`src/rtl/hvn_div.sv`:
```
`default_nettype none
module hvn_div #(
    parameter int NW = 16,
    parameter int DW = 9
) (
    input  wire logic          i_clk,
    input  wire logic          i_rst_n,
    input  wire logic          i_start,
    input  wire logic [NW-1:0] i_num,
    input  wire logic [DW-1:0] i_den,
    output logic               o_done,
    output logic [NW-1:0]      o_quot,
    output logic [DW-1:0]      o_rem
);
    localparam int CNW = $clog2(NW + 1);

    logic [NW-1:0]  r_work;
    logic [DW-1:0]  r_rem;
    logic [DW-1:0]  r_den;
    logic [CNW-1:0] r_cnt;
    logic           r_busy;
    logic           r_done;
    logic [DW:0]    n_trial;
    logic           n_ge;
    logic [DW:0]    n_diff;

    // restoring division, one quotient bit a cycle
    always_comb begin
        n_trial = {r_rem, r_work[NW-1]};
        n_ge    = n_trial >= {1'b0, r_den};
        n_diff  = n_trial - {1'b0, r_den};
    end

    always_ff @(posedge i_clk) begin
        if (!i_rst_n) begin
            r_busy <= 1'b0;
            r_done <= 1'b0;
            r_cnt  <= '0;
        end else begin
            r_done <= 1'b0;
            if (i_start) begin
                r_busy <= 1'b1;
                r_cnt  <= '0;
            end else if (r_busy) begin
                r_cnt <= r_cnt + 1'b1;
                if (r_cnt == CNW'(NW - 1)) begin
                    r_busy <= 1'b0;
                    r_done <= 1'b1;
                end
            end
        end
    end

    always_ff @(posedge i_clk) begin
        if (i_start) begin
            r_work <= i_num;
            r_rem  <= '0;
            r_den  <= i_den;
        end else if (r_busy) begin
            r_work <= {r_work[NW-2:0], n_ge};
            r_rem  <= n_ge ? n_diff[DW-1:0] : n_trial[DW-1:0];
        end
    end

    assign o_done = r_done;
    assign o_quot = r_work;
    assign o_rem  = r_rem;

endmodule
`default_nettype wire

```
`config.mk`:
```
export PLATFORM = sky130hd
export DESIGN_NAME = hvn_div
export DESIGN_NICKNAME = d
export VERILOG_FILES = /design/src/rtl/hvn_div.sv
export SDC_FILE = /design/constraint.sdc
export NUM_CORES = 1
export LEC_CHECK = 0
export ABC_AREA = 1
export BUFFER_PORTS_ARGS = -buffer_cell sky130_fd_sc_hd__buf_4
export CORE_ASPECT_RATIO = 0.5
export CORE_MARGIN = 5
export CORE_UTILIZATION = 25
export DETAILED_ROUTE_END_ITERATION = 6
export GPL_TIMING_DRIVEN = 0
export HOLD_SLACK_MARGIN = 0.08
export PLACE_DENSITY = 0.53
export SLEW_MARGIN = 20
export SYNTH_ARGS = -nofsm -noshare
export SYNTH_HDL_FRONTEND = slang
export SYNTH_SLANG_ARGS = --single-unit
```
`constraint.sdc`:
```
create_clock -name i_clk -period 2.6 [get_ports i_clk]
set_input_delay 0.39 -clock i_clk [delete_from_list [all_inputs] [get_ports i_clk]]
set_output_delay 0.39 -clock i_clk [all_outputs]
set_load 0.03 [all_outputs]
```
==> metrics.md <==
| Metric | Value |
|---|---|
| Remaining routing DRC violations | `0` |
| Ports | `54` |
| Share of the clock period used by the worst path | `75.5%` |
| Sum of routed wire length over all layers | `5.14 mm` |
| Total design power | `1.81 mW` |
| R2R Setup Slk | `0.64 ns` |
| Post-synthesis register bit count | `41` |
| Required time reported for the critical path endpoint | `2.74 ns` |
| Number of rows in the core area | `24` |
| Final net count | `365` |
| Wirelength per Cell | `11.6 um` |
| Antenna violations before repair | `0` |
| Hold Crit Endpoint | `r_den[2]` |
| GRT Total Usage | `9.95%` |
| Number of levels in the clock H-tree | `2` |
| Global-route wire length before repair | `8.27 mm` |
| TritonCTS clock tree | `done` |
| Endpoint of the worst register-to-register path | `o_rem[3]` |
| Leakage power of the design | `1.41 nW` |
| Relative slew margins | `47.1%` |
| Post-Route Setup TNS | `0 ns` |
| Via count of the first global-routing pass | `1729` |
| Max capacitance violation total | `0` |
| Area grow syn2layout | `32.6%` |
| Summed instance area of the synthesized netlist | `2170 sq um` |
| Post-detailed-route count of antenna-violating nets | `0` |
| Count of instances resized after the clock tree is built | `0` |
| Hold Startpoint | `i_den[2]` |
| Buffer levels on the longest clock path | `2` |
| Drt pass-1 iters | `4` |
| Die footprint | `10700 sq um` |
| Clock Pin Slew Worst Setup and Hold Paths | `0.06 ns` |
| Post-DR vias/cell | `4.03` |
| Power density relative to cell area | `630 nW/um^2` |
| Final estimated routing congestion in global placement | `0.800` |
| Depth of the worst hold-timing path | `1` |
| Floorplan die height | `75.9 um` |
| Buffers inserted during post-CTS setup optimization | `0` |
| CTS buffer count | `5` |
| RSZ-0062 raised after global routing | `false` |
| Hold Fails Final Rpt | `0` |
| Initial core utilization | `25.2%` |
| Min Clock Period, post-route | `1.96 ns` |
| Maximum number of pins on one net before global-route repair | `21` |
| Worst min-delay path category | `in2reg` |
| Arrival time worst endpoint | `2.10 ns` |
| Warnings from Yosys | `0` |
| Class of the most critical setup path | `reg2reg` |
| Estimated wirelength of the detail-placed design | `3.78 mm` |
| Clock sink count | `41` |
| Count of unique library cells instantiated by Yosys | `25` |
| Type of origin of the critical path | `flip-flop` |
| Count of filler cells inserted in the layout | `928` |
| Antenna cells | `0` |
| Total overflow reported by the global router | `0` |
| Count of hold-fix buffers inserted at cts | `0` |
| Maximum clock frequency | `509 MHz` |
| Largest driver fanout on the critical path | `10` |
| Gate Count Post-Synth | `265` |
| Clock latency reported for the late side of the worst-skew pair | `0.28 ns` |
| 1st-iter DRT viols | `71` |
| Element type at the critical path end | `flip-flop` |
| Outcome | `complete, no violations` |
| Worst Max-Slew Pin Slew | `0.793 ns` |
| IR drop worst, VDD | `0.000246 V` |
| Layout cell share with drive strength beyond 1 | `22.1%` |
| Vias after detailed routing | `1785` |
| Sequential area share after synthesis | `49.4%` |
| Number of slew-limit violations in the final report | `0` |
| Depth of the most critical reg-to-reg path | `11` |
| Core Region | `8590 sq um` |
| Worst setup skew after layout | `0.00785 ns` |
| Launch point of the worst reg-to-reg path | `o_quot[15]` |
| PortBufs | `53` |
| Chip Width | `142 um` |
| Net count after synthesis | `305` |
| Final setup viols | `0` |
| CTS root buf | `clkbuf_16` |
| Synth Area per Inst | `8.18 sq um` |
==> per-stage QoR <==
step	worst slack [ns]	utilization (%)	hold slack, ns	instance area (sq um)	instances
floorplan	0.655	-	0.445	2170	265
global placement	0.334	31.6	0.466	2710	435
detailed placement	0.334	31.6	0.464	2710	435
CTS	0.581	33.5	0.274	2880	443
global route	0.423	33.5	0.267	2880	443
finish	0.636	33.5	0.278	2880	443
==> cell usage in the layout (no fill, tap or decap) <==
cell type,n
clkbuf_2,1
buf_4,53
dfxtp_1,16
inv_1,40
nor2_1,9
nor3_1,5
clkinv_1,2
nand4_1,1
nand3_1,25
a21oi_1,8
ha_1,11
a31oi_1,1
edfxtp_1,25
o21ai_1,2
nand3b_1,3
nand2_1,92
buf_6,3
nand2_2,4
clkbuf_16,5
a211oi_1,1
o21ai_0,5
bufinv_16,1
nand3_2,1
xnor2_1,3
and3_1,1
fa_1,1
clkbuf_1,3
nor2_2,4
==> synthesized netlist by cell type <==
cell      instances  area (sq um)
nand4_1           1          6.26
nor2_1            9          33.8
and3_1            1          6.26
a211oi_1          1          7.51
a31oi_1           1          6.26
clkbuf_2          1          5.00
inv_1            40           150
o21ai_1           2          10.0
nand3_2           1          10.0
nand2_1          92           345
nand3_1          25           125
o21ai_0           5          25.0
dfxtp_1          16           320
nand3b_1          3          22.5
ha_1             11           138
clkbuf_1          2          7.51
xnor2_1           3          26.3
a21oi_1           8          40.0
edfxtp_1         25           751
nor2_2            4          25.0
nor3_1            5          25.0
clkinv_1          1          3.75
buf_6             3          33.8
nand2_2           4          25.0
fa_1              1          20.0
==> critical path: stages, from the launching register on <==
cell and delay (ns):
edfxtp_1 0.39, inv_1 0.09, ha_1 0.14, inv_1 0.06
fa_1 0.42, nand2_1 0.13, nand3_2 0.09, nand2_2 0.10
buf_6 0.16, nand3_1 0.08, nand3_1 0.09, o21ai_0 0.08
==> sequential cells by signal, summed over array words and instances (netlist names) <==
name    cells
r_cnt       5
r_busy      1
r_den       9
o_quot     16
o_rem       9
o_done      1
==> final cells by class <==
type | count | area (sq um) | share of cell area, %
inverters | 41 | 154 | 5.35
plain buffers | 6 | 46.3 | 1.61
flip-flops and latches | 41 | 1070 | 37.2
clock inverters | 2 | 33.8 | 1.17
clock buffers | 6 | 129 | 4.48
well taps | 117 | 146 | 5.09
repair buffers | 53 | 398 | 13.8
multi-input cells | 177 | 897 | 31.2
==> worst max path at each step <==
stage,startpoint,endpoint,cells past startpoint,slack (ns)
finish,o_quot[15],o_rem[3],11,0.64
floorplan,o_quot[15],o_rem[2],11,0.65
global route,r_busy,o_rem[4],4,0.42
detailed placement,i_start,o_quot[4],4,0.33
global placement,i_start,o_quot[4],4,0.33
CTS,r_busy,o_quot[4],3,0.58
==> power by group <==
| part | internal (mW) | switching [mW] | leakage (nW) |
|---|---|---|---|
| combinational | 0.133 | 0.206 | 0.947 |
| clock | 0.450 | 0.252 | 0.0785 |
| sequential | 0.745 | 0.0244 | 0.382 |
| total | 1.33 | 0.482 | 1.41 |
==> metal layers <==
metal  track usage, %  vias to the layer above  wire (um)
li1                 -                      973          -
met1             12.1                      782       2440
met2             17.0                       25       2390
met3             3.39                        5        254
met4             3.19                        0         60
met5                0                        -          0
==> kinds of logic after synthesis <==
kind of cell / share of synthesized area (%)
simple gates: 28.8
buf+inv: 9.23
flops: 49.4
compound gates: 4.10
fa+ha+maj: 7.27
xor+xnor: 1.21
Note: power is estimated with default switching activity, not from simulation.
